### src/sv/lsse_pkg.sv
// ----------------------------------------------------------------------------
// LED strip slot encoder package
// Shared constants, command and status codes and state encoding.
// ----------------------------------------------------------------------------
`default_nettype none

package lsse_pkg;

  localparam int unsigned MaxLedsDefault = 64;
  localparam int unsigned BitsPerLed     = 24;
  localparam int unsigned ColorW         = 24;
  localparam int unsigned CfgAddrW       = 4;
  localparam logic [4:0]  LedMsb         = 5'd23;
  localparam logic [6:0]  LedCountReset  = 7'd1;
  localparam logic [7:0]  ResetSlotsInit = 8'd50;

  typedef enum logic [1:0] {
    CMD_SET_ONE   = 2'd0,
    CMD_SET_ALL   = 2'd1,
    CMD_SET_RANGE = 2'd2,
    CMD_TICK      = 2'd3
  } cmd_e;

  typedef enum logic [1:0] {
    STATUS_OK        = 2'd0,
    STATUS_BAD_INDEX = 2'd1,
    STATUS_PENDING   = 2'd2
  } status_e;

  typedef enum logic [1:0] {
    REG_LED_COUNT   = 2'd0,
    REG_HIGH_DUTY   = 2'd1,
    REG_LOW_DUTY    = 2'd2,
    REG_RESET_SLOTS = 2'd3
  } reg_e;

  typedef enum logic [1:0] {
    ST_IDLE,
    ST_WALK,
    ST_TICK
  } state_e;

endpackage

`default_nettype wire

### src/sv/lsse_store.sv
// ----------------------------------------------------------------------------
// LED strip colour store
// One write port and one registered read port, with a valid bit per entry so
// that entries not yet written read as black after reset.
// ----------------------------------------------------------------------------
`default_nettype none

module lsse_store #(
  parameter int unsigned Depth = lsse_pkg::MaxLedsDefault,
  parameter int unsigned AW    = 6
) (
  input  logic                         clk_i,
  input  logic                         rst_ni,
  input  logic                         we_i,
  input  logic [AW-1:0]                waddr_i,
  input  logic [lsse_pkg::ColorW-1:0]  wdata_i,
  input  logic [AW-1:0]                raddr_i,
  output logic [lsse_pkg::ColorW-1:0]  rdata_o
);
  import lsse_pkg::*;

  logic [ColorW-1:0] mem_q [Depth];
  logic [Depth-1:0]  valid_q;
  logic [ColorW-1:0] rd_data_q;
  logic              rd_vld_q;

  always_ff @(posedge clk_i or negedge rst_ni) begin
    if (!rst_ni) begin
      valid_q <= '0;
    end else if (we_i) begin
      valid_q[waddr_i] <= 1'b1;
    end
  end

  always_ff @(posedge clk_i) begin
    if (we_i) begin
      mem_q[waddr_i] <= wdata_i;
    end
    rd_data_q <= mem_q[raddr_i];
    rd_vld_q  <= valid_q[raddr_i];
  end

  assign rdata_o = rd_vld_q ? rd_data_q : '0;

endmodule

`default_nettype wire

### src/sv/led_strip_slot_encoder.sv
// ----------------------------------------------------------------------------
// LED strip slot encoder
// Holds one colour per LED and streams the strip as PWM duty slots.
// ----------------------------------------------------------------------------
// A request is taken when start is high and busy is low. Write requests set
// one LED, all LEDs or an inclusive range; slot ticks return one duty value.
// Every request yields exactly one result, shown for one cycle with done_o.
// A tick or a write with nothing to store answers in the cycle after accept.
// A tick while sending answers through ST_TICK: one colour store read, then the
// bit select. A write walks the store one entry per cycle, writing at most
// MAX_LEDS entries, and answers once the last entry is written.
// Slots go out green, red, blue, MSB first, then reset_slots zero slots.
// Registers sit on an APB-style port at byte addresses 0, 4, 8 and 12. They
// are to be written only while the block is idle; the block does not enforce it.
// Reset clears the store and the frame state and sets the registers to their
// reset values at once; no clearing pass is needed. The receiver cannot stall:
// a result is presented for exactly one cycle and must be taken.
// ----------------------------------------------------------------------------
`default_nettype none

module led_strip_slot_encoder #(
  parameter int unsigned MAX_LEDS = lsse_pkg::MaxLedsDefault
) (
  input  logic                          clk_i,
  input  logic                          rst_ni,
  input  logic                          psel,
  input  logic                          penable,
  input  logic                          pwrite,
  input  logic [lsse_pkg::CfgAddrW-1:0] paddr,
  input  logic [31:0]                   pwdata,
  output logic [31:0]                   prdata,
  output logic                          pready,
  input  logic                          start,
  output logic                          busy,
  input  logic [1:0]                    cmd_i,
  input  logic [5:0]                    led_index_i,
  input  logic [5:0]                    range_last_i,
  input  logic [7:0]                    green_i,
  input  logic [7:0]                    red_i,
  input  logic [7:0]                    blue_i,
  output logic                          done_o,
  output logic [1:0]                    status_o,
  output logic                          slot_valid_o,
  output logic [15:0]                   duty_o,
  output logic                          frame_end_o,
  output logic                          active_o
);
  import lsse_pkg::*;

  localparam int unsigned AW = (MAX_LEDS > 1) ? $clog2(MAX_LEDS) : 1;
  localparam int unsigned NW = $clog2(MAX_LEDS + 1);
  localparam int unsigned PW = $clog2(BitsPerLed * MAX_LEDS + 256);
  localparam int unsigned LW = $clog2(MAX_LEDS + 12);

  logic [6:0]  led_count_q;
  logic [15:0] high_duty_q;
  logic [15:0] low_duty_q;
  logic [7:0]  reset_slots_q;
  logic        cfg_wr;

  state_e      state_q, state_d;
  logic [PW-1:0] pos_q, pos_d;
  logic [LW-1:0] led_q, led_d;
  logic [4:0]  bit_q, bit_d;
  logic        sending_q, sending_d;
  logic        pending_q, pending_d;
  logic [AW-1:0] cur_q, cur_d;
  logic [AW-1:0] last_q, last_d;
  logic [ColorW-1:0] color_q, color_d;

  logic        done_q, done_d;
  logic [1:0]  res_status_q, res_status_d;
  logic        res_valid_q, res_valid_d;
  logic [15:0] res_duty_q, res_duty_d;
  logic        res_fend_q, res_fend_d;
  logic        res_active_q, res_active_d;

  logic [NW-1:0] n_eff;
  logic [PW-1:0] bits_w;
  logic [PW-1:0] total_w;
  logic [PW-1:0] pos_inc;
  logic          in_bits;
  logic          frame_done;
  logic          first_ok;
  logic          last_ok;
  logic          ok;
  logic [ColorW-1:0] rd_word;
  logic          mem_we;

  assign pready = 1'b1;
  assign cfg_wr = psel && penable && pwrite && pready;

  always_ff @(posedge clk_i or negedge rst_ni) begin
    if (!rst_ni) begin
      led_count_q   <= LedCountReset;
      high_duty_q   <= '0;
      low_duty_q    <= '0;
      reset_slots_q <= ResetSlotsInit;
    end else if (cfg_wr) begin
      unique case (reg_e'(paddr[3:2]))
        REG_LED_COUNT:   led_count_q   <= pwdata[6:0];
        REG_HIGH_DUTY:   high_duty_q   <= pwdata[15:0];
        REG_LOW_DUTY:    low_duty_q    <= pwdata[15:0];
        REG_RESET_SLOTS: reset_slots_q <= pwdata[7:0];
        default: ;
      endcase
    end
  end

  always_comb begin
    unique case (reg_e'(paddr[3:2]))
      REG_LED_COUNT:   prdata = {25'd0, led_count_q};
      REG_HIGH_DUTY:   prdata = {16'd0, high_duty_q};
      REG_LOW_DUTY:    prdata = {16'd0, low_duty_q};
      REG_RESET_SLOTS: prdata = {24'd0, reset_slots_q};
      default:         prdata = '0;
    endcase
  end

  assign n_eff = (32'(led_count_q) < MAX_LEDS) ? NW'(led_count_q) : NW'(MAX_LEDS);
  assign bits_w  = (PW'(n_eff) << 4) + (PW'(n_eff) << 3);
  assign total_w = bits_w + PW'(reset_slots_q);
  assign pos_inc = pos_q + PW'(1);
  assign in_bits = pos_q < bits_w;
  assign frame_done = (total_w == '0) || (pos_inc >= total_w);
  assign first_ok = 32'(led_index_i) < 32'(n_eff);
  assign last_ok  = 32'(range_last_i) < 32'(n_eff);

  lsse_store #(
    .Depth (MAX_LEDS),
    .AW    (AW)
  ) u_store (
    .clk_i   (clk_i),
    .rst_ni  (rst_ni),
    .we_i    (mem_we),
    .waddr_i (cur_q),
    .wdata_i (color_q),
    .raddr_i (led_q[AW-1:0]),
    .rdata_o (rd_word)
  );

  always_comb begin
    state_d      = state_q;
    pos_d        = pos_q;
    led_d        = led_q;
    bit_d        = bit_q;
    sending_d    = sending_q;
    pending_d    = pending_q;
    cur_d        = cur_q;
    last_d       = last_q;
    color_d      = color_q;
    done_d       = 1'b0;
    res_status_d = res_status_q;
    res_valid_d  = res_valid_q;
    res_duty_d   = res_duty_q;
    res_fend_d   = res_fend_q;
    res_active_d = res_active_q;
    mem_we       = 1'b0;
    ok           = 1'b1;

    unique case (state_q)
      ST_IDLE: begin
        if (start) begin
          color_d      = {green_i, red_i, blue_i};
          res_valid_d  = 1'b0;
          res_duty_d   = '0;
          res_fend_d   = 1'b0;
          res_status_d = STATUS_OK;
          if (cmd_e'(cmd_i) == CMD_TICK) begin
            if (sending_q) begin
              state_d = ST_TICK;
            end else begin
              done_d       = 1'b1;
              res_active_d = 1'b0;
            end
          end else begin
            case (cmd_e'(cmd_i))
              CMD_SET_ONE: begin
                ok     = first_ok;
                cur_d  = AW'(led_index_i);
                last_d = AW'(led_index_i);
                if (ok) begin
                  state_d = ST_WALK;
                end
              end
              CMD_SET_ALL: begin
                cur_d  = '0;
                last_d = AW'(n_eff - NW'(1));
                if (n_eff != '0) begin
                  state_d = ST_WALK;
                end
              end
              default: begin
                ok     = first_ok && last_ok;
                cur_d  = AW'(led_index_i);
                last_d = AW'(range_last_i);
                if (ok && (led_index_i <= range_last_i)) begin
                  state_d = ST_WALK;
                end
              end
            endcase
            if (!ok) begin
              res_status_d = STATUS_BAD_INDEX;
            end else if (pending_q) begin
              res_status_d = STATUS_PENDING;
            end else begin
              pending_d = 1'b1;
              if (!sending_q) begin
                sending_d = 1'b1;
                pos_d     = '0;
                led_d     = '0;
                bit_d     = '0;
              end
            end
            res_active_d = sending_d;
            if (state_d == ST_IDLE) begin
              done_d = 1'b1;
            end
          end
        end
      end
      ST_WALK: begin
        mem_we = 1'b1;
        if (cur_q == last_q) begin
          state_d = ST_IDLE;
          done_d  = 1'b1;
        end else begin
          cur_d = cur_q + AW'(1);
        end
      end
      ST_TICK: begin
        state_d     = ST_IDLE;
        done_d      = 1'b1;
        res_valid_d = 1'b1;
        res_fend_d  = frame_done;
        if (in_bits) begin
          res_duty_d = rd_word[LedMsb - bit_q] ? high_duty_q : low_duty_q;
        end
        if (frame_done) begin
          pos_d = '0;
          led_d = '0;
          bit_d = '0;
          if (pending_q) begin
            pending_d = 1'b0;
          end else begin
            sending_d = 1'b0;
          end
        end else begin
          pos_d = pos_inc;
          if (bit_q == LedMsb) begin
            bit_d = '0;
            led_d = led_q + LW'(1);
          end else begin
            bit_d = bit_q + 5'd1;
          end
        end
        res_active_d = sending_d;
      end
      default: state_d = ST_IDLE;
    endcase
  end

  always_ff @(posedge clk_i or negedge rst_ni) begin
    if (!rst_ni) begin
      state_q   <= ST_IDLE;
      pos_q     <= '0;
      led_q     <= '0;
      bit_q     <= '0;
      sending_q <= 1'b0;
      pending_q <= 1'b0;
      done_q    <= 1'b0;
    end else begin
      state_q   <= state_d;
      pos_q     <= pos_d;
      led_q     <= led_d;
      bit_q     <= bit_d;
      sending_q <= sending_d;
      pending_q <= pending_d;
      done_q    <= done_d;
    end
  end

  always_ff @(posedge clk_i) begin
    cur_q        <= cur_d;
    last_q       <= last_d;
    color_q      <= color_d;
    res_status_q <= res_status_d;
    res_valid_q  <= res_valid_d;
    res_duty_q   <= res_duty_d;
    res_fend_q   <= res_fend_d;
    res_active_q <= res_active_d;
  end

  assign busy         = (state_q != ST_IDLE);
  assign done_o       = done_q;
  assign status_o     = res_status_q;
  assign slot_valid_o = res_valid_q;
  assign duty_o       = res_duty_q;
  assign frame_end_o  = res_fend_q;
  assign active_o     = res_active_q;

  a_done_when_idle: assert property (@(posedge clk_i) disable iff (!rst_ni)
    done_o |-> !busy)
    else $error("Result presented while a request is still in progress.");

  a_accept_progress: assert property (@(posedge clk_i) disable iff (!rst_ni)
    (start && !busy) |=> (busy || done_o))
    else $error("Accepted request neither in progress nor answered.");

  a_frame_end_slot: assert property (@(posedge clk_i) disable iff (!rst_ni)
    (done_o && frame_end_o) |-> (slot_valid_o && (status_o == STATUS_OK)))
    else $error("Frame end reported without a valid slot.");

  a_idle_tick_zero: assert property (@(posedge clk_i) disable iff (!rst_ni)
    (done_o && !slot_valid_o && (status_o == STATUS_OK)) |-> (duty_o == '0))
    else $error("Non-zero duty reported without a valid slot.");

endmodule

`default_nettype wire
### config.mk
export PLATFORM = sky130hd
export DESIGN_NAME = led_strip_slot_encoder
export DESIGN_NICKNAME = d
export VERILOG_FILES = /design/src/sv/lsse_pkg.sv /design/src/sv/lsse_store.sv /design/src/sv/led_strip_slot_encoder.sv
export SDC_FILE = /design/constraint.sdc
export NUM_CORES = 2
export LEC_CHECK = 0
export ABC_CLOCK_PERIOD_IN_PS = 4900
export BUFFER_PORTS_ARGS = -buffer_cell sky130_fd_sc_hd__buf_2
export CORE_MARGIN = 2
export CORE_UTILIZATION = 50
export CTS_CLUSTER_DIAMETER = 200
export DETAILED_ROUTE_END_ITERATION = 10
export PLACE_DENSITY = 0.68
export SLEW_MARGIN = 10
export SYNTH_ARGS = -nofsm -noshare
export SYNTH_HDL_FRONTEND = slang
export SYNTH_SLANG_ARGS = --single-unit
### constraint.sdc
create_clock -name clk_i -period 4.9 [get_ports clk_i]
set_input_delay 0.98 -clock clk_i [delete_from_list [all_inputs] [get_ports clk_i]]
set_output_delay 0.98 -clock clk_i [all_outputs]
set_load 0.05 [all_outputs]
==> results.cfg <==
[outcome]
status = finished clean

[route]
wirelength_mm = 167
post_drt_wl_per_cell_um = 31.4
vias = 33200
drc = 0
drt-pass1-iter-count = 5
drtIter0Drc = 4327
vias_per_cell = 6.25
drtAntennaViolNets = 0

[worst_hold_path]
hold_class = in2async

[clock_network]
cts.sinks = 1756
htreeDepth = 4
cts_tree = yes
clk_latency_ns = 0.80
clockRootBuffer = clkbuf_16
clk_pin_slew_ns = 0.06
cts_made_buffers = 175
cts.path.max_buffers = 3

[timing]
report.final.slew_viol_count = 0
clock.fmax_mhz = 216
hold_viol = 0
worst_slew_margin_rel = 0.216
setup_viol = 0
timing.hold.ws_ns = 0.351
final.setup_skew_ns = 0.0325
fin_crit_ns = 4.62
tightest_slew_ns = 1.17
fin_crit_sh = 0.943

[pwr]
power_frac_comb = 0.109
power_density_nw_per_um2 = 453
ir_worst_vdd_mv = 0.358
leakage_nw = 25.0
internal_power_mw = 26.9
seqPwrFrac = 0.518
power.switching_mw = 8.64
p_sw_frac = 0.243
clkPwrFrac = 0.374

[synthesis]
yosysMostFrequentCell = edfxtp_1
yosysSeqAreaShare = 0.750
postSynthCellCount = 3107
synth_warnings = 0
synth_enable_flop_cells = 1593
synth_area_leaders = edfxtp_1 (69%), mux4_2 (18%), dfrtp_1 (4.9%)
postSynth.asyncResetShare = 0.0786
synth.avg_cell_area_um2 = 22.2
synth_area_um2 = 69100
synth_area_leader_cell = edfxtp_1
synth-seq-cells = 1756
synth_top_cell_area_share = 0.692
ys.flop_type = edfxtp_1
synth_cell_types = 74
synthTopCellsByCount = edfxtp_1 (1593), mux4_2 (539), dfrtp_1 (134)

[placement]
placed_cell_area_um2 = 72600
dp_hpwl_mm = 93.9
gp_congestion = 0.877
port_buffers = 100

[worst_setup_path]
crit_start = led_count_q[6]
r2r-start = led_count_q[6]
reg2reg_slack_ns = 0.28
reg2reg_to = bit_q[3]
reg2reg_depth = 22
start_kind = register
critical_path.endpoint_type = register
worstPathArrival_ns = 5.34
required_ns = 5.62
critPathMaxFanout = 8
crit_type = reg2reg

[floorplanning]
rows = 136
start_util = 0.503
dieWidth_um = 376
core_region_area_um2 = 137000
die_h_um = 376
io_pins = 136
dieArea_um2 = 141000

[final_layout]
syn2layout_area_growth_pct = 13.5
drive_gt1_frac = 0.350
fin_area_um2 = 78400
nets = 3501

[global_route]
grt_pass1_vias = 33900
antenna_found_initial = 10
track_usage = 0.238
grt_max_degree = 107
grt_overflow = 0
grt_pass1_wl_mm = 239

[flow_run]
drv_cap = 0
[worst max path at each step]
stage / to / slack [ns] / cells past startpoint
final: bit_q[3] / 0.28 / 22
after global routing: bit_q[3] / -0.03 / 22
after CTS: led_q[2] / 0.02 / 21
after detailed placement: led_q[2] / -0.01 / 21
after global placement: led_q[2] / 0.05 / 21
after floorplan: pos_q[5] / 0.13 / 24
[power groups by stage]
| stage | Combinational [mW] | Sequential [mW] | Clock, mW |
|---|---|---|---|
| global route | 4.12 | 18.5 | 14.0 |
| CTS | 3.85 | 18.4 | 13.5 |
| floorplan | 2.09 | 18.7 | 0 |
| detailed placement | 3.83 | 18.7 | 0 |
| finish | 3.86 | 18.4 | 13.3 |
| global placement | 3.69 | 18.6 | 0 |
[cell type report]
type / count / area, um2
diodes: 1 / 2.50
clock buffers: 231 / 4810
clock inverters: 89 / 922
fillers: 9665 / 58900
inverters: 33 / 124
multi-input cells: 1162 / 16700
flip-flops and latches: 1756 / 51800
well taps: 1794 / 2240
repair buffers: 242 / 1790
[state kept, by name, indices dropped and copies added (netlist names), 7 cells and up]
register and count:
pos_q 11, low_duty_q 16, u_store.mem_q 1536, u_store.valid_q 64, u_store.rd_data_q 24, led_count_q 7
reset_slots_q 8, high_duty_q 16, color_q 24, duty_o 16
[metrics by stage]
stage / setup WS [ns] / power (mW) / util / setup TNS, ns / cells
after floorplan: 0.130 / 20.8 / - / 0 / 3122
after global placement: 0.0512 / 22.3 / 0.529 / 0 / 4982
after detailed placement: -0.0118 / 22.5 / 0.529 / -0.0118 / 4982
after CTS: 0.0212 / 35.7 / 0.570 / 0 / 5302
after global routing: -0.0344 / 36.6 / 0.571 / -0.0655 / 5307
final: 0.277 / 35.5 / 0.571 / 0 / 5308
[per-layer routing]
| layer | routed length (um) | track usage | part of all wire |
|---|---|---|---|
| met5 | 40 | 0 | 0.00024 |
| met4 | 4850 | 0.0769 | 0.029 |
| met3 | 13400 | 0.0424 | 0.081 |
| met2 | 84400 | 0.397 | 0.51 |
| met1 | 63900 | 0.322 | 0.38 |
[cells in the final DEF (no fill, tap or decap), types with 13 or more instances in the layout]
cell	count
nand2b_1	13
o21ai_0	26
buf_2	99
mux2i_1	17
nor2_1	44
nor2_2	52
clkbuf_1	41
xnor2_1	21
bufinv_16	16
inv_1	31
clkbuf_16	182
clkinv_2	18
ha_1	48
nor2_4	14
a22o_1	18
conb_1	17
clkinv_1	42
buf_4	124
a21o_1	14
nand2_1	46
edfxtp_1	1593
mux4_2	539
or2_2	69
mux2_2	47
buf_12	15
nand3_1	28
dfrtp_1	128
dfxtp_1	25
a21oi_1	19
[what timing repair did]
action / CTS / global route
setup endpoints to repair: 1 / 23
setup buffers: 0 / 4
resized for setup: 1 / 10
gates cloned: 0 / 0
hold buffers: 0 / 0
pin swaps: 0 / 0
[kinds of logic after synthesis]
group	share of synthesized area
xor+xnor	0.00393
other cells	0.000109
flops	0.750
simple gates	0.0243
compound gates	0.0136
mux	0.186
fa+ha+maj	0.00949
buf+inv	0.0131
[critical path, stage by stage, from the launching register on]
cell,delay (ns)
dfrtp_2,0.44
nand2b_1,0.19
ha_1,0.33
ha_2,0.23
nor2_2,0.10
nor3_1,0.05
a21o_1,0.16
a21oi_1,0.14
o21a_1,0.20
ha_4,0.23
a21oi_2,0.15
a21boi_1,0.11
or2_2,0.30
nand2b_1,0.10
xnor2_1,0.15
ha_1,0.28
a21o_1,0.17
a2111oi_2,0.35
buf_4,0.20
nand4_4,0.17
buf_6,0.19
a211oi_1,0.21
a21o_1,0.11
No activity file was read; power rests on OpenSTA's default activity.
